--- src/hw/rtl/owm_pkg.sv ---
// Package for the 1-Wire bus master: request codes, sequencer phases,
// configuration register indexes and the structs shared by the modules.
// No dependencies.
`timescale 1ns / 1ps

package owm_pkg;

	localparam int BYTE_BITS = 8;
	localparam int BIT_IDX_W = $clog2(BYTE_BITS);
	localparam int USEC_W = 10;
	localparam int CFG_IDX_W = 3;
	localparam int CFG_DATA_W = 10;

	typedef enum logic [1:0] {
		REQ_TICK  = 2'd0,
		REQ_RESET = 2'd1,
		REQ_WRITE = 2'd2,
		REQ_READ  = 2'd3
	} req_t;

	typedef enum logic [3:0] {
		PH_IDLE     = 4'd0,
		PH_RST_LOW  = 4'd1,
		PH_RST_WAIT = 4'd2,
		PH_RST_REC  = 4'd3,
		PH_SLOT     = 4'd4
	} phase_t;

	typedef enum logic [CFG_IDX_W-1:0] {
		CFG_RESET_LOW       = 3'd0,
		CFG_PRESENCE_SAMPLE = 3'd1,
		CFG_RESET_RECOVER   = 3'd2,
		CFG_WRITE_ONE_LOW   = 3'd3,
		CFG_WRITE_ZERO_LOW  = 3'd4,
		CFG_READ_SAMPLE     = 3'd5,
		CFG_SLOT            = 3'd6
	} cfg_idx_t;

	typedef struct packed {
		logic [9:0] reset_low_us;
		logic [7:0] presence_sample_us;
		logic [9:0] reset_recover_us;
		logic [5:0] write_one_low_us;
		logic [6:0] write_zero_low_us;
		logic [5:0] read_sample_us;
		logic [7:0] slot_us;
	} cfg_t;

	typedef struct packed {
		logic       drive_low;
		logic       busy_res;
		logic       done_res;
		logic       presence;
		logic [7:0] read_data;
		logic       rejected;
	} result_t;

endpackage

--- src/hw/rtl/owm_in_if.sv ---
// Input channel of the 1-Wire bus master: valid/ready handshake and payload.
// Depends on nothing but the standard types.
`timescale 1ns / 1ps

interface owm_in_if;
	logic       valid;
	logic       ready;
	logic [1:0] req_type;
	logic [7:0] data_byte;
	logic       line_level;

	modport source (output valid, output req_type, output data_byte, output line_level,
		input ready);
	modport sink (input valid, input req_type, input data_byte, input line_level,
		output ready);
endinterface

--- src/hw/rtl/owm_out_if.sv ---
// Result channel of the 1-Wire bus master: valid/ready handshake and payload.
// Depends on nothing but the standard types.
`timescale 1ns / 1ps

interface owm_out_if;
	logic       valid;
	logic       ready;
	logic       drive_low;
	logic       busy_res;
	logic       done_res;
	logic       presence;
	logic [7:0] read_data;
	logic       rejected;

	modport source (output valid, output drive_low, output busy_res, output done_res,
		output presence, output read_data, output rejected, input ready);
	modport sink (input valid, input drive_low, input busy_res, input done_res,
		input presence, input read_data, input rejected, output ready);
endinterface

--- src/hw/rtl/one_wire_bus_master.sv ---
// Top level of the standard-speed 1-Wire bus master: channels, input and
// result registers, configuration registers. Uses owm_pkg, owm_in_if,
// owm_out_if and owm_core.
//
// Usage. Each item on in_ch is either a one-microsecond tick carrying the
// sampled bus level, or a command (bus reset with presence detect, write a
// byte, read a byte). Every item yields exactly one item on out_ch with the
// bus drive, busy, done, presence, last read byte and a rejected flag for a
// command that arrived while an operation was still running.
// Path: an item is captured in the input register at the edge it is
// accepted and its result is then loaded into the result register, where
// it raises out_ch.valid.
// Throughput: one item per cycle while out_ch.ready is high; the sequencer
// state is a single step of short logic between the input and result registers.
// Stalls: when out_ch.ready is low the result register holds its item and
// the input register may still take one further item, after which
// in_ch.ready falls until the result is taken.
// Reset: arst_n clears both pipeline valids, puts the sequencer in idle and
// loads the configuration registers with standard-speed timings. Timing
// registers are written through cfg_wr_en, cfg_index and cfg_data while idle.
`timescale 1ns / 1ps

module one_wire_bus_master (
	input  logic                            clk,
	input  logic                            arst_n,
	owm_in_if.sink                          in_ch,
	owm_out_if.source                       out_ch,
	input  logic                            cfg_wr_en,
	input  logic [owm_pkg::CFG_IDX_W-1:0]   cfg_index,
	input  logic [owm_pkg::CFG_DATA_W-1:0]  cfg_data
);

	// Input register stage.
	logic             valid_s1;
	owm_pkg::req_t    req_s1;
	logic [7:0]       data_s1;
	logic             level_s1;

	// Result register.
	logic             out_valid_q;
	owm_pkg::result_t out_q;

	owm_pkg::cfg_t    cfg_q;
	owm_pkg::result_t res;
	logic             advance;

	// The input stage moves on whenever the result register is free or is
	// being emptied in this cycle.
	assign advance     = valid_s1 && (!out_valid_q || out_ch.ready);
	assign in_ch.ready = !valid_s1 || advance;

	always_ff @(posedge clk or negedge arst_n) begin
		if (!arst_n) begin
			valid_s1 <= 1'b0;
		end else if (in_ch.ready) begin
			valid_s1 <= in_ch.valid;
		end
	end

	always_ff @(posedge clk) begin
		if (in_ch.valid && in_ch.ready) begin
			req_s1   <= owm_pkg::req_t'(in_ch.req_type);
			data_s1  <= in_ch.data_byte;
			level_s1 <= in_ch.line_level;
		end
	end

	// Configuration registers, to be written only while the block is idle; the block itself does not enforce this.
	always_ff @(posedge clk or negedge arst_n) begin
		if (!arst_n) begin
			cfg_q.reset_low_us       <= 10'd480;
			cfg_q.presence_sample_us <= 8'd70;
			cfg_q.reset_recover_us   <= 10'd410;
			cfg_q.write_one_low_us   <= 6'd6;
			cfg_q.write_zero_low_us  <= 7'd60;
			cfg_q.read_sample_us     <= 6'd15;
			cfg_q.slot_us            <= 8'd70;
		end else if (cfg_wr_en) begin
			unique case (owm_pkg::cfg_idx_t'(cfg_index))
				owm_pkg::CFG_RESET_LOW:       cfg_q.reset_low_us       <= cfg_data;
				owm_pkg::CFG_PRESENCE_SAMPLE: cfg_q.presence_sample_us <= cfg_data[7:0];
				owm_pkg::CFG_RESET_RECOVER:   cfg_q.reset_recover_us   <= cfg_data;
				owm_pkg::CFG_WRITE_ONE_LOW:   cfg_q.write_one_low_us   <= cfg_data[5:0];
				owm_pkg::CFG_WRITE_ZERO_LOW:  cfg_q.write_zero_low_us  <= cfg_data[6:0];
				owm_pkg::CFG_READ_SAMPLE:     cfg_q.read_sample_us     <= cfg_data[5:0];
				owm_pkg::CFG_SLOT:            cfg_q.slot_us            <= cfg_data[7:0];
				default: begin
				end
			endcase
		end
	end

	// The sequencer state steps exactly when an item passes to the result
	// register, so each item is applied once.
	owm_core u_core (
		.clk    (clk),
		.arst_n (arst_n),
		.step   (advance),
		.req    (req_s1),
		.data   (data_s1),
		.level  (level_s1),
		.cfg    (cfg_q),
		.res    (res)
	);

	always_ff @(posedge clk or negedge arst_n) begin
		if (!arst_n) begin
			out_valid_q <= 1'b0;
		end else if (advance) begin
			out_valid_q <= 1'b1;
		end else if (out_ch.ready) begin
			out_valid_q <= 1'b0;
		end
	end

	always_ff @(posedge clk) begin
		if (advance)
			out_q <= res;
	end

	assign out_ch.valid     = out_valid_q;
	assign out_ch.drive_low = out_q.drive_low;
	assign out_ch.busy_res  = out_q.busy_res;
	assign out_ch.done_res  = out_q.done_res;
	assign out_ch.presence  = out_q.presence;
	assign out_ch.read_data = out_q.read_data;
	assign out_ch.rejected  = out_q.rejected;

endmodule

--- src/hw/rtl/owm_core.sv ---
// Timing sequencer of the 1-Wire bus master: phase, microsecond counter,
// bit counter and shift register, stepped once per item. Uses owm_pkg.
`timescale 1ns / 1ps

module owm_core (
	input  logic                          clk,
	input  logic                          arst_n,
	input  logic                          step,
	input  owm_pkg::req_t                 req,
	input  logic [7:0]                    data,
	input  logic                          level,
	input  owm_pkg::cfg_t                 cfg,
	output owm_pkg::result_t              res
);

	owm_pkg::phase_t                       phase_q, phase_d;
	logic [owm_pkg::USEC_W-1:0]            usec_q, usec_d, usec_inc;
	logic [owm_pkg::BIT_IDX_W-1:0]         bit_q, bit_d;
	logic [7:0]                            shift_q, shift_d;
	owm_pkg::req_t                         op_q, op_d;
	logic                                  pres_q, pres_d;
	logic [7:0]                            rbyte_q, rbyte_d;
	logic                                  done, rejected;
	logic [7:0]                            sample_at;
	logic [6:0]                            low_time;

	assign usec_inc = usec_q + 1'b1;
	// A read sample placed beyond the slot end happens on the slot's last tick.
	assign sample_at = ({2'b00, cfg.read_sample_us} < cfg.slot_us) ?
		{2'b00, cfg.read_sample_us} : cfg.slot_us;

	always_comb begin
		phase_d  = phase_q;
		usec_d   = usec_q;
		bit_d    = bit_q;
		shift_d  = shift_q;
		op_d     = op_q;
		pres_d   = pres_q;
		rbyte_d  = rbyte_q;
		done     = 1'b0;
		rejected = 1'b0;
		if (req != owm_pkg::REQ_TICK) begin
			if (phase_q != owm_pkg::PH_IDLE) begin
				rejected = 1'b1;
			end else begin
				usec_d  = '0;
				bit_d   = '0;
				op_d    = req;
				shift_d = (req == owm_pkg::REQ_WRITE) ? data : 8'h00;
				phase_d = (req == owm_pkg::REQ_RESET) ? owm_pkg::PH_RST_LOW : owm_pkg::PH_SLOT;
			end
		end else if (phase_q != owm_pkg::PH_IDLE) begin
			usec_d = usec_inc;
			unique case (phase_q)
				owm_pkg::PH_RST_LOW: begin
					if (usec_inc >= cfg.reset_low_us) begin
						phase_d = owm_pkg::PH_RST_WAIT;
						usec_d  = '0;
					end
				end
				owm_pkg::PH_RST_WAIT: begin
					if (usec_inc >= {2'b00, cfg.presence_sample_us}) begin
						pres_d  = ~level;
						phase_d = owm_pkg::PH_RST_REC;
						usec_d  = '0;
					end
				end
				owm_pkg::PH_RST_REC: begin
					if (usec_inc >= cfg.reset_recover_us) begin
						phase_d = owm_pkg::PH_IDLE;
						usec_d  = '0;
						done    = 1'b1;
					end
				end
				owm_pkg::PH_SLOT: begin
					if (op_q == owm_pkg::REQ_READ && usec_inc == {2'b00, sample_at} && level)
						shift_d[bit_q] = 1'b1;
					if (usec_inc >= {2'b00, cfg.slot_us}) begin
						usec_d = '0;
						if (bit_q == owm_pkg::BIT_IDX_W'(owm_pkg::BYTE_BITS - 1)) begin
							bit_d   = '0;
							if (op_q == owm_pkg::REQ_READ)
								rbyte_d = shift_d;
							phase_d = owm_pkg::PH_IDLE;
							done    = 1'b1;
						end else begin
							bit_d = bit_q + 1'b1;
						end
					end
				end
				default: begin
					phase_d = owm_pkg::PH_IDLE;
					usec_d  = '0;
				end
			endcase
		end
	end

	// Drive is judged on the state after this item.
	always_comb begin
		if (op_d == owm_pkg::REQ_WRITE && !shift_d[bit_d])
			low_time = cfg.write_zero_low_us;
		else
			low_time = {1'b0, cfg.write_one_low_us};
	end

	always_comb begin
		res.drive_low = (phase_d == owm_pkg::PH_RST_LOW) ||
			(phase_d == owm_pkg::PH_SLOT && usec_d < {3'b000, low_time} &&
			 usec_d < {2'b00, cfg.slot_us});
		res.busy_res  = (phase_d != owm_pkg::PH_IDLE);
		res.done_res  = done;
		res.presence  = pres_d;
		res.read_data = rbyte_d;
		res.rejected  = rejected;
	end

	always_ff @(posedge clk or negedge arst_n) begin
		if (!arst_n) begin
			phase_q <= owm_pkg::PH_IDLE;
			usec_q  <= '0;
			bit_q   <= '0;
			shift_q <= '0;
			op_q    <= owm_pkg::REQ_TICK;
			pres_q  <= 1'b0;
			rbyte_q <= '0;
		end else if (step) begin
			phase_q <= phase_d;
			usec_q  <= usec_d;
			bit_q   <= bit_d;
			shift_q <= shift_d;
			op_q    <= op_d;
			pres_q  <= pres_d;
			rbyte_q <= rbyte_d;
		end
	end

endmodule

--- src/flat_wrapper.sv ---
// flat-port wrapper written by rule: the top's interface ports become plain ports
module one_wire_bus_master_flat 
  (clk, arst_n, cfg_wr_en, cfg_index, cfg_data, in_ch_valid, in_ch_req_type, in_ch_data_byte, in_ch_line_level, in_ch_ready, out_ch_valid, out_ch_drive_low, out_ch_busy_res, out_ch_done_res, out_ch_presence, out_ch_read_data, out_ch_rejected, out_ch_ready);
  owm_in_if in_ch_i ();
  owm_out_if out_ch_i ();
  input  logic clk;
  input  logic arst_n;
  input  logic cfg_wr_en;
  input  logic [owm_pkg::CFG_IDX_W-1:0] cfg_index;
  input  logic [owm_pkg::CFG_DATA_W-1:0] cfg_data;
  input wire logic [$bits(in_ch_i.valid)-1:0] in_ch_valid;
  input wire logic [$bits(in_ch_i.req_type)-1:0] in_ch_req_type;
  input wire logic [$bits(in_ch_i.data_byte)-1:0] in_ch_data_byte;
  input wire logic [$bits(in_ch_i.line_level)-1:0] in_ch_line_level;
  output wire logic [$bits(in_ch_i.ready)-1:0] in_ch_ready;
  output wire logic [$bits(out_ch_i.valid)-1:0] out_ch_valid;
  output wire logic [$bits(out_ch_i.drive_low)-1:0] out_ch_drive_low;
  output wire logic [$bits(out_ch_i.busy_res)-1:0] out_ch_busy_res;
  output wire logic [$bits(out_ch_i.done_res)-1:0] out_ch_done_res;
  output wire logic [$bits(out_ch_i.presence)-1:0] out_ch_presence;
  output wire logic [$bits(out_ch_i.read_data)-1:0] out_ch_read_data;
  output wire logic [$bits(out_ch_i.rejected)-1:0] out_ch_rejected;
  input wire logic [$bits(out_ch_i.ready)-1:0] out_ch_ready;
  assign in_ch_i.valid = in_ch_valid;
  assign in_ch_i.req_type = in_ch_req_type;
  assign in_ch_i.data_byte = in_ch_data_byte;
  assign in_ch_i.line_level = in_ch_line_level;
  assign in_ch_ready = in_ch_i.ready;
  assign out_ch_valid = out_ch_i.valid;
  assign out_ch_drive_low = out_ch_i.drive_low;
  assign out_ch_busy_res = out_ch_i.busy_res;
  assign out_ch_done_res = out_ch_i.done_res;
  assign out_ch_presence = out_ch_i.presence;
  assign out_ch_read_data = out_ch_i.read_data;
  assign out_ch_rejected = out_ch_i.rejected;
  assign out_ch_i.ready = out_ch_ready;
  one_wire_bus_master u_core (.clk(clk), .arst_n(arst_n), .in_ch(in_ch_i), .out_ch(out_ch_i), .cfg_wr_en(cfg_wr_en), .cfg_index(cfg_index), .cfg_data(cfg_data));
endmodule
--- config.mk ---
export PLATFORM = sky130hd
export DESIGN_NAME = one_wire_bus_master_flat
export DESIGN_NICKNAME = d
export VERILOG_FILES = /design/src/hw/rtl/owm_pkg.sv /design/src/hw/rtl/owm_in_if.sv /design/src/hw/rtl/owm_out_if.sv /design/src/hw/rtl/one_wire_bus_master.sv /design/src/hw/rtl/owm_core.sv /design/src/flat_wrapper.sv
export SDC_FILE = /design/constraint.sdc
export NUM_CORES = 1
export LEC_CHECK = 0
export BUFFER_PORTS_ARGS = -buffer_cell sky130_fd_sc_hd__buf_2
export CAP_MARGIN = 20
export CELL_PAD_IN_SITES_DETAIL_PLACEMENT = 0
export CELL_PAD_IN_SITES_GLOBAL_PLACEMENT = 1
export CORE_UTILIZATION = 49
export DETAILED_ROUTE_END_ITERATION = 6
export PLACE_DENSITY_LB_ADDON = 0.1
export SKIP_CTS_REPAIR_TIMING = 1
export SLEW_MARGIN = 30
export SYNTH_ARGS = -nofsm -noshare
export SYNTH_HDL_FRONTEND = slang
export SYNTH_HIERARCHICAL = 1
export SYNTH_SLANG_ARGS = --single-unit
export TNS_END_PERCENT = 1
--- constraint.sdc ---
create_clock -name clk -period 6.1 [get_ports clk]
set_clock_uncertainty 0.15 [all_clocks]
set_input_delay 1.22 -clock clk [delete_from_list [all_inputs] [get_ports clk]]
set_output_delay 1.22 -clock clk [all_outputs]
set_load 0.005 [all_outputs]
After elaboration in Yosys (flattened, before gate mapping)
Index checks and enable logic that the tools add are counted.

Add/subtract/negate cells: 2. Multiplexer cells: 55. Reductions and logical operators: 27. Equality and inequality tests: 18. Order comparisons: 10. Bitwise logic cells: 3.

Operators by type and width (count): $mux 8 (13); $mux 10 (7); $pmux 10 s4 (1); $mux 4 (8); $mux 3 (7); $ge 10x10->1 (2); $ge 10x8->1 (2); $pmux 4 s4 (1); $reduce_and 2->1 (7); $eq 3x3->1 const B (4); $mux 1 (12); $add 10x1->10 const B (1); $eq 10x8->1 (1); $lt 10x7->1 (1); $lt 10x8->1 (1); $eq 4x1->1 const B (2); $eq 4x2->1 const B (2); $eq 4x3->1 const B (2); $logic_and 1x1->1 (8); $lt 3x4->1 const B (2); $lt 6x8->1 (1); $or 8x8->8 (1); $reduce_bool 4->1 (2); $mux 7 (1); other kinds (16) (26).

Input bits: 29. Register bits after elaboration: 117. Output and inout bits: 15.

Longest topological paths before layout
Gate-level depths: netlist of run 1.

Depth in word-level cells: 18. Mapped depth: 27. Depth with buffers taken out: 26.

By module
The synthesis of run 1 kept the hierarchy.

By module, submodules not included: owm_core (area an instance 4531.8 um^2, times used 1, cells each 566); one_wire_bus_master (area an instance 2945.3 um^2, times used 1, cells each 154).

Least setup slack after synthesis of run 1
No wires, ideal clock.

Path kind: reg-to-reg. Start: reg u_core/u_core/usec_q[0] (netlist name). End: reg u_core.out_q (netlist bit u_core/out_ch.drive_low), data pin. Stages on the path, launching flop included: 25. Arrival time: 4.907 ns. Slack: 0.901 ns. Buffers on the path: 0. Path through: dfrtp_1 -> nand2_1 -> nor2_4 -> nand3_1 -> xnor2_1 -> ha_1 -> nand4_1 -> o21a_1 -> o311ai_2 -> o31a_4 -> mux2i_4 -> nand3b_1 -> a41o_1 -> a32oi_1 -> a21oi_4 -> or2_2 -> ha_1 -> a211o_1 -> a21oi_1 -> o21ai_0 -> a31oi_1 -> nand3_1 -> nor3b_1 -> nand2_1 -> o21ai_2.

RTL lines: start, declared (RTL line owm_core.sv:17) `logic [owm_pkg::USEC_W-1:0] usec_q, usec_d, usec_inc;`; start signal, assigned (RTL line owm_core.sv:129) `usec_q <= usec_d;`; end signal, assigned (RTL line one_wire_bus_master.sv:118) `out_q <= res;`; end, declared (RTL line one_wire_bus_master.sv:41) `owm_pkg::result_t out_q;`.

==> results of run 1 <==
critical path, delay by kind of cell (launching register included):
family | cells | cell delay (ps)
fa+ha+maj | 2 | 580
xor+xnor | 1 | 190
simple gates | 10 | 1540
compound gates | 11 | 2400
flops | 1 | 460
mux | 1 | 230
per-stage QoR:
step	hold slack (ps)	power (mW)	instances
2_1_floorplan	299.0	1.953	720
3_3_place_gp	316.7	2.263	927
3_5_place_dp	331.9	2.297	927
4_1_cts	347.0	3.349	959
5_1_grt	372.6	3.577	962
6_report	342.0	3.361	962
flip-flops by register name, summed over array words and instances, names as in the netlist, 3 cells and up:
signal	cells
u_core/u_core/bit_q	3
u_core/data_s1	8
u_core/cfg_q	55
u_core/u_core/usec_q	10
u_core/u_core/phase_q	4
u_core/u_core/rbyte_q	8
u_core/u_core/shift_q	8
u_core/out_ch.read_data	8
layer usage:
| metal | wire length [um] | GRT usage | vias up | part of all wire |
|---|---|---|---|---|
| li1 | - | - | 2707 | - |
| met1 | 9495 | 0.3664 | 2758 | 0.51 |
| met2 | 7970 | 0.3670 | 138 | 0.43 |
| met3 | 708 | 0.04878 | 28 | 0.038 |
| met4 | 423 | 0.1069 | 0 | 0.023 |
| met5 | 0 | 0 | - | 0 |
cell usage in the layout (no fill, tap or decap), types with 20 or more instances in the layout:
master | Yosys | layout
buf_2 | 11 | 42
dfstp_2 | 25 | 25
dfrtp_1 | 68 | 67
clkbuf_16 | 0 | 20
nor2_1 | 36 | 36
a21oi_1 | 43 | 43
ha_1 | 57 | 56
nand2_1 | 65 | 65
mux2_2 | 72 | 72
o21ai_0 | 49 | 49
edfxtp_1 | 24 | 24
inv_1 | 49 | 49
cells by family (layout without fill, tap and decap cells):
family          count (synthesis)  in the layout
simple gates                  195            195
compound gates                167            168
flops                         117            117
mux                            88             88
buf+inv                        80            137
fa+ha+maj                      57             57
xor+xnor                       16             16
where the power goes:
| group | internal [mW] | switching [mW] | leakage, nW |
|---|---|---|---|
| registers | 0.977 | 0.157 | 1.36 |
| clock network | 0.693 | 0.341 | 0.308 |
| logic | 0.510 | 0.684 | 2.23 |
worst max-delay path by stage:
| stage | endpoint | start | slack [ps] | cells after the start |
|---|---|---|---|---|
| 4_1_cts | u_core/out_ch.drive_low | u_core/u_core/usec_q[2] | 340 | 25 |
| 3_3_place_gp | u_core/out_ch.drive_low | u_core/u_core/usec_q[2] | 550 | 25 |
| 6_report | u_core/out_ch.drive_low | u_core/u_core/usec_q[4] | 390 | 25 |
| 2_1_floorplan | u_core/out_ch.drive_low | u_core/u_core/usec_q[0] | 900 | 24 |
| 3_5_place_dp | u_core/out_ch.drive_low | u_core/u_core/usec_q[0] | 340 | 23 |
| 5_1_grt | u_core/out_ch.drive_low | u_core/u_core/usec_q[4] | 10 | 25 |
cell type report:
type | count | area (um^2) | area share
repair buffers | 56 | 315.3 | 0.03694
clock buffers | 25 | 539.3 | 0.06318
inverters | 49 | 183.9 | 0.02155
flip-flops and latches | 117 | 3080 | 0.3609
multi-input cells | 524 | 4099 | 0.4802
clock inverters | 7 | 87.58 | 0.01026
well taps | 184 | 230.2 | 0.02697
==> flow_summary.json, run 1 <==
{
  "outcome": "complete, but fails checks",
  "violations": "DRC",
  "wl_per_cell_um": 19.33,
  "drc": 2,
  "clock_path_buffers": 2,
  "synth_compound_area_frac": 0.1519,
  "rows": 44,
  "core_mm2": 0.01470,
  "synth_most_common_cell": "mux2_2",
  "first_pass_iters": 7,
  "power.leakage_nw": 3.895,
  "port_buffers": 43,
  "ant_nets": 0,
  "timing.final.hold_violations": 0,
  "via_per_inst": 5.853,
  "power.density_mw_per_mm2": 393.8,
  "grt_overflow": 0,
  "cp.required_ps": 6220,
  "pin_count": 44,
  "period_share": 0.9360,
  "fmax_ghz": 0.1752,
  "cts.clk_slew.worst_paths_ps": 60,
  "dieArea_mm2": 0.01576,
  "avgSynthCellArea_um2": 10.38,
  "drt_wl_total_mm": 18.60,
  "synth.distinct_cells": 84,
  "synthSimpleGateAreaFrac": 0.1429,
  "dp_hpwl_mm": 13.80,
  "antennaDiodeCount": 0,
  "postLayoutCoreUtil": 0.5807,
  "clock_latency_ps": 410,
  "antenna_found_initial": 0,
  "cts_max_level": 4,
  "maxCapViolations": 0,
  "tightest_slew_ps": 987.4,
  "r2r-end": "u_core/out_ch.drive_low",
  "synth_mux_area_frac": 0.1322,
  "syn_nets": 806,
  "rsz0062_at_grt": "no",
  "ys_seq_elements": 117,
  "cp_slowest_cell": "dfrtp_1",
  "path_class": "flop to flop",
  "clock-sinks": 117,
  "fin_crit_ps": 5709,
  "yosysTopAreaCell": "dfrtp_1",
  "critPathMaxFanout": 7,
  "tns_ps": 0,
  "synth_edf_count": 24,
  "synthXorXnorAreaFrac": 0.01874,
  "whs_path_depth": 1,
  "detailedRoute.firstIterationViolations": 318,
  "worst_setup_path_start_kind": "flop",
  "synth_fa_ha_area_frac": 0.09538,
  "die_x_um": 125.5,
  "fin_area_mm2": 0.008536,
  "r2r_cells": 25,
  "die_h_um": 125.5,
  "layout.nets": 851,
  "cts_inserted_buffers": 17,
  "start_util": 0.5087,
  "regToRegSetupSlack_ps": 390,
  "netlist_area_mm2": 0.007477,
  "slew_violations": 0,
  "filler_cell_count": 1272,
  "tritoncts": "yes",
  "yosysTopAreaCellShare": 0.2276,
  "synth_area_leaders": "dfrtp_1 (23%), mux2_2 (11%), edfxtp_1 (9.6%), ha_1 (9.5%), dfstp_2 (8.8%)",
  "cts_root_buffer": "clkbuf_16",
  "relSlewSlack": 0.3393,
  "slowest_delay_ps": 460,
  "gp_congestion": 0.8977,
  "via_count": 5631,
  "pre_cts_slack_ps": 343.5,
  "synth_top_family_by_area": "compound AO/OA/AOI/OAI gates",
  "ys_warn_count": 6,
  "hp-start": "u_core/valid_s1",
  "min_to": "u_core/out_ch.valid",
  "yosysSeqAreaShare": 0.4118,
  "hold_class": "flop to flop",
  "drive_gt1_frac": 0.2815,
  "worstReg2RegStart": "u_core/u_core/usec_q[4]",
  "track_usage": 0.2528,
  "place_area_mm2": 0.007848,
  "first_global_vias": 5679,
  "crit_path_end_kind": "flop",
  "grt_max_degree": 54,
  "fin_ws_ps": 390.6,
  "async_flop_share": 0.7949,
  "dominantRegCellSynth": "dfrtp_1",
  "syn_inst": 720,
  "irDropWorstVdd_mv": 0.1865,
  "worst_ep_arrival_time_ps": 5830,
  "finalSetupViolCount": 0,
  "grt_pass1_wl_mm": 30.33,
  "area_growth_pct": 14.16,
  "synth_common_cells": "mux2_2 (72), dfrtp_1 (68), nand2_1 (65)"
}
Power figures use the tool's default switching activity.
==> run 2: changes to the inputs <==
--- a/config.mk
+++ b/config.mk
@@ -9,7 +9,7 @@
 export CAP_MARGIN = 20
 export CELL_PAD_IN_SITES_DETAIL_PLACEMENT = 0
 export CELL_PAD_IN_SITES_GLOBAL_PLACEMENT = 1
-export CORE_UTILIZATION = 49
+export CORE_UTILIZATION = 40
 export DETAILED_ROUTE_END_ITERATION = 6
 export PLACE_DENSITY_LB_ADDON = 0.1
 export SKIP_CTS_REPAIR_TIMING = 1
==> flow_summary.json, run 2 (synthesis gave the netlist of run 1 again) <==
{
  "fmax_ghz": 0.1729,
  "clock_path_buffers": 2,
  "seq_area_mm2": 0.003083,
  "clock-sinks": 117,
  "dp_hpwl_mm": 15.11,
  "hold_class": "flop to flop",
  "cpMostUsedCell": "nand2_1",
  "critPathMaxFanout": 7,
  "track_usage": 0.2242,
  "drt_wl_total_mm": 20.61,
  "ant_nets": 0,
  "grt_max_degree": 56,
  "r2r-end": "u_core/out_ch.drive_low",
  "pre_cts_slack_ps": 208.5,
  "largest_register_ffs": 55,
  "die_x_um": 138.7,
  "tns_ps": 0,
  "power.density_mw_per_mm2": 390.8,
  "path_delay_family": "compound AO/OA/AOI/OAI gates",
  "regMostFlops": "u_core/cfg_q",
  "path_class": "flop to flop",
  "area_growth_pct": 14.78,
  "cts_inserted_buffers": 17,
  "slowest_delay_ps": 450,
  "cts_max_level": 4,
  "detailedRoute.firstIterationViolations": 285,
  "cp_slowest_cell": "dfrtp_1",
  "start_util": 0.4120,
  "worstReg2RegStart": "u_core/u_core/usec_q[1]",
  "irDropWorstVdd_mv": 0.2013,
  "gp_congestion": 0.8878,
  "via_count": 5623,
  "worst_ep_arrival_time_ps": 5910,
  "path_buf_inv": 1,
  "whs_path_depth": 1,
  "period_share": 0.9480,
  "first_global_vias": 5772,
  "die_h_um": 138.7,
  "clock_latency_ps": 420,
  "filler_cell_count": 1727,
  "layout.nets": 854,
  "antennaDiodeCount": 0,
  "relSlewSlack": 0.4877,
  "wl_per_cell_um": 20.43,
  "pin_count": 44,
  "hp-start": "u_core/valid_s1",
  "min_to": "u_core/out_ch.valid",
  "drive_gt1_frac": 0.2872,
  "cts_root_buffer": "clkbuf_16",
  "grt_overflow": 0,
  "cp.required_ps": 6230,
  "final_common_cell": "mux2_2",
  "crit_path_end_kind": "flop",
  "tritoncts": "yes",
  "layout.cells.non_filler": 1009,
  "violations": "DRC",
  "reg_top3": "u_core/cfg_q (55), u_core/u_core/usec_q (10)",
  "antenna_found_initial": 0,
  "slew_violations": 0,
  "timing.hold.ws_ps": 342.9,
  "port_buffers": 43,
  "r2r_cells": 27,
  "maxCapViolations": 0,
  "grt_pass1_wl_mm": 32.73,
  "worst-path-stages": 27,
  "power.leakage_nw": 3.885,
  "outcome": "complete, but fails checks",
  "placed_cells": 973,
  "cts.clk_slew.worst_paths_ps": 60,
  "finalSetupViolCount": 0,
  "multi_input_area_mm2": 0.004114,
  "mostFrequentLayoutCells": "mux2_2 (72), dfrtp_1 (65), nand2_1 (65)",
  "timing.final.hold_violations": 0,
  "worst_setup_path_start_kind": "flop",
  "finalPower_mw": 3.353,
  "core_mm2": 0.01815,
  "dieArea_mm2": 0.01924,
  "rows": 49,
  "drc": 6,
  "fin_ws_ps": 317.3,
  "fin_crit_ps": 5783,
  "tightest_slew_ps": 768.4,
  "first_pass_iters": 7,
  "regToRegSetupSlack_ps": 320,
  "via_per_inst": 5.573
}
[run 2: cell count changes in the layout (fill, tap and decap cells not counted), moves of 2 or more]
cell,change
bufinv_16,-2
dfrtp_2,+2
inv_4,+2
buf_4,+3
clkbuf_8,+2
clkinv_2,-2
dfrtp_1,-2
[run 2: final cells by class]
type / instances / share of cell area
multi-input combinational: 524 / 0.4794
timing repair buffer: 59 / 0.03936
sequential: 117 / 0.3592
clock inverter: 6 / 0.004520
inverter: 49 / 0.02143
clock buffer: 25 / 0.06269
tap: 229 / 0.03339
[run 2: stage by stage]
step,utilization,area (um^2)
floorplan,-,7477
global placement,0.4359,7911
detailed placement,0.4359,7911
CTS,0.4677,8488
global route,0.4729,8582
finish,0.4729,8582
[run 2: how the worst max path moves through the flow]
stage               slack [ps]                    start                       to
floorplan                  900  u_core/u_core/usec_q[0]  u_core/out_ch.drive_low
global placement           390  u_core/u_core/usec_q[2]  u_core/out_ch.drive_low
detailed placement         210  u_core/u_core/usec_q[2]  u_core/out_ch.drive_low
CTS                        160  u_core/u_core/usec_q[2]  u_core/out_ch.drive_low
global route               -40  u_core/u_core/usec_q[1]  u_core/out_ch.drive_low
finish                     320  u_core/u_core/usec_q[1]  u_core/out_ch.drive_low
[run 2: metal layers]
layer | vias to the layer above | track usage | share of wire
met5 | - | 0 | 0
met3 | 21 | 0.03833 | 0.030
met1 | 2770 | 0.2788 | 0.44
met4 | 0 | 0.07485 | 0.016
met2 | 125 | 0.3941 | 0.52
li1 | 2707 | - | -
[run 2: worst register-to-register path, cell delays in order (launching register included)]
cell and delay [ps]:
dfrtp_1 450, nand2_1 210, nor2_4 200, nand3_1 180, xnor2_2 200, ha_1 320, nand4_1 230, o21a_1 240
o311ai_4 160, o31a_4 450, o31ai_4 330, or3b_1 190, nand2_1 60, a211oi_1 260, a211oi_2 100, a21oi_4 270
buf_4 180, mux2i_1 180, ha_1 260, nand2_1 70, nor2_1 50, a21oi_1 130, o21ai_0 90, a31oi_1 170
nand3_1 110, nor3b_2 210, nand2_1 90, o21ai_2 100
[run 2: where the power goes]
part | leakage [nW] | switching (mW) | total [mW] | internal [mW]
clock | 0.286 | 0.364 | 0.973 | 0.608
combinational | 2.25 | 0.704 | 1.24 | 0.537
sequential | 1.35 | 0.163 | 1.14 | 0.977
==> run 3: changes to the inputs <==
--- a/config.mk
+++ b/config.mk
@@ -11,6 +11,7 @@
 export CELL_PAD_IN_SITES_GLOBAL_PLACEMENT = 1
 export CORE_UTILIZATION = 40
 export DETAILED_ROUTE_END_ITERATION = 6
+export MAX_ROUTING_LAYER = met4
 export PLACE_DENSITY_LB_ADDON = 0.1
 export SKIP_CTS_REPAIR_TIMING = 1
 export SLEW_MARGIN = 30
==> flow_summary.json, run 3 (synthesis gave the netlist of run 1 again) <==
{
  "outcome": "complete, but fails checks",
  "violations": "DRC",
  "grt_pass1_wl_mm": 32.42,
  "drive_gt1_frac": 0.2879,
  "power.density_mw_per_mm2": 390.6,
  "slew_violations": 0,
  "die_h_um": 138.7,
  "largest_register_ffs": 55,
  "clock_latency_ps": 420,
  "slowest_delay_ps": 440,
  "critPathMaxFanout": 7,
  "area_growth_pct": 14.56,
  "antenna_found_initial": 0,
  "timing.final.hold_violations": 0,
  "tritoncts": "yes",
  "layout.nets": 851,
  "ant_nets": 0,
  "cp.required_ps": 6220,
  "tightest_slew_ps": 855.2,
  "detailedRoute.firstIterationViolations": 256,
  "period_share": 0.9346,
  "reg_top3": "u_core/cfg_q (55), u_core/u_core/usec_q (10)",
  "finalPower_mw": 3.346,
  "track_usage": 0.2288,
  "port_buffers": 43,
  "tns_ps": 0,
  "filler_cell_count": 1704,
  "regToRegSetupSlack_ps": 400,
  "relSlewSlack": 0.4299,
  "pin_count": 44,
  "cts_inserted_buffers": 17,
  "finalSetupViolCount": 0,
  "grt_overflow": 0,
  "path_delay_family": "compound AO/OA/AOI/OAI gates",
  "cts.clk_slew.worst_paths_ps": 60,
  "cts_max_level": 4,
  "wl_per_cell_um": 20.18,
  "antennaDiodeCount": 0,
  "worst_ep_arrival_time_ps": 5820,
  "dp_hpwl_mm": 15.11,
  "path_class": "flop to flop",
  "via_count": 5675,
  "start_util": 0.4120,
  "drt_wl_total_mm": 20.32,
  "core_mm2": 0.01815,
  "power.leakage_nw": 3.865,
  "fin_crit_ps": 5701,
  "via_per_inst": 5.636,
  "crit_path_end_kind": "flop",
  "rsz0062_at_grt": "no",
  "mostFrequentLayoutCells": "mux2_2 (72), dfrtp_1 (66), nand2_1 (65)",
  "grt_max_degree": 66,
  "first_global_vias": 5658,
  "dieArea_mm2": 0.01924,
  "clock-sinks": 117,
  "worst_setup_path_start_kind": "flop",
  "clock_path_buffers": 2,
  "fmax_ghz": 0.1754,
  "maxCapViolations": 0,
  "first_pass_iters": 7,
  "rows": 49,
  "gp_congestion": 0.8882,
  "die_x_um": 138.7,
  "cp_slowest_cell": "o31a_4",
  "cts_root_buffer": "clkbuf_16",
  "final_common_cell": "mux2_2",
  "hold_class": "flop to flop",
  "path_buf_inv": 2,
  "drc": 6,
  "regMostFlops": "u_core/cfg_q",
  "irDropWorstVdd_mv": 0.2177
}
==> run 3: report_power, final <==
group | internal (mW) | switching, mW | leakage (nW) | total, mW
Clock | 0.624 | 0.382 | 0.290 | 1.01
Sequential | 0.976 | 0.156 | 1.35 | 1.13
Combinational | 0.516 | 0.693 | 2.22 | 1.21
==> run 3: metal layers <==
metal	vias to the layer above	global-route usage	share of wire	wire length [um]
li1	2695	-	-	-
met2	128	0.3780	0.50	10200
met4	0	0.06901	0.018	358
met5	-	-	0	0
met3	21	0.04420	0.036	728
met1	2831	0.2840	0.44	9035
==> run 3: cell type report <==
class | count | area [um^2] | share of cell area
clock buffers | 20 | 489.2 | 0.05711
clock inverters | 12 | 116.4 | 0.01358
inverters | 49 | 183.9 | 0.02147
multi-input cells | 523 | 4081 | 0.4765
flip-flops and latches | 117 | 3082 | 0.3598
well taps | 229 | 286.5 | 0.03345
repair buffers | 57 | 326.6 | 0.03812
==> run 3: path summary, 6_finish.rpt <==
kind | from | end | depth (start not counted)
worst min-delay path | u_core/valid_s1 | u_core/out_ch.valid | 1
max in group asynchronous | arst_n | u_core/cfg_q[38] | 2
worst max-delay path | u_core/u_core/usec_q[0] | u_core/out_ch.drive_low | 26
worst min register to register | u_core/valid_s1 | u_core/out_ch.valid | 1
worst max register to register | u_core/u_core/usec_q[0] | u_core/out_ch.drive_low | 26
min in group asynchronous | arst_n | u_core/u_core/rbyte_q[4] | 1
==> run 3: stage by stage <==
stage	std cells	hold slack [ps]	instance area, um^2	worst slack [ps]	util
detailed placement	973	328.2	7911	371.5	0.4359
global route	1007	362.1	8566	24.06	0.4720
global placement	973	306.5	7911	490.1	0.4359
CTS	1005	332.2	8517	315.6	0.4693
finish	1007	328.2	8566	398.6	0.4720
floorplan	720	299.0	7477	901.3	-
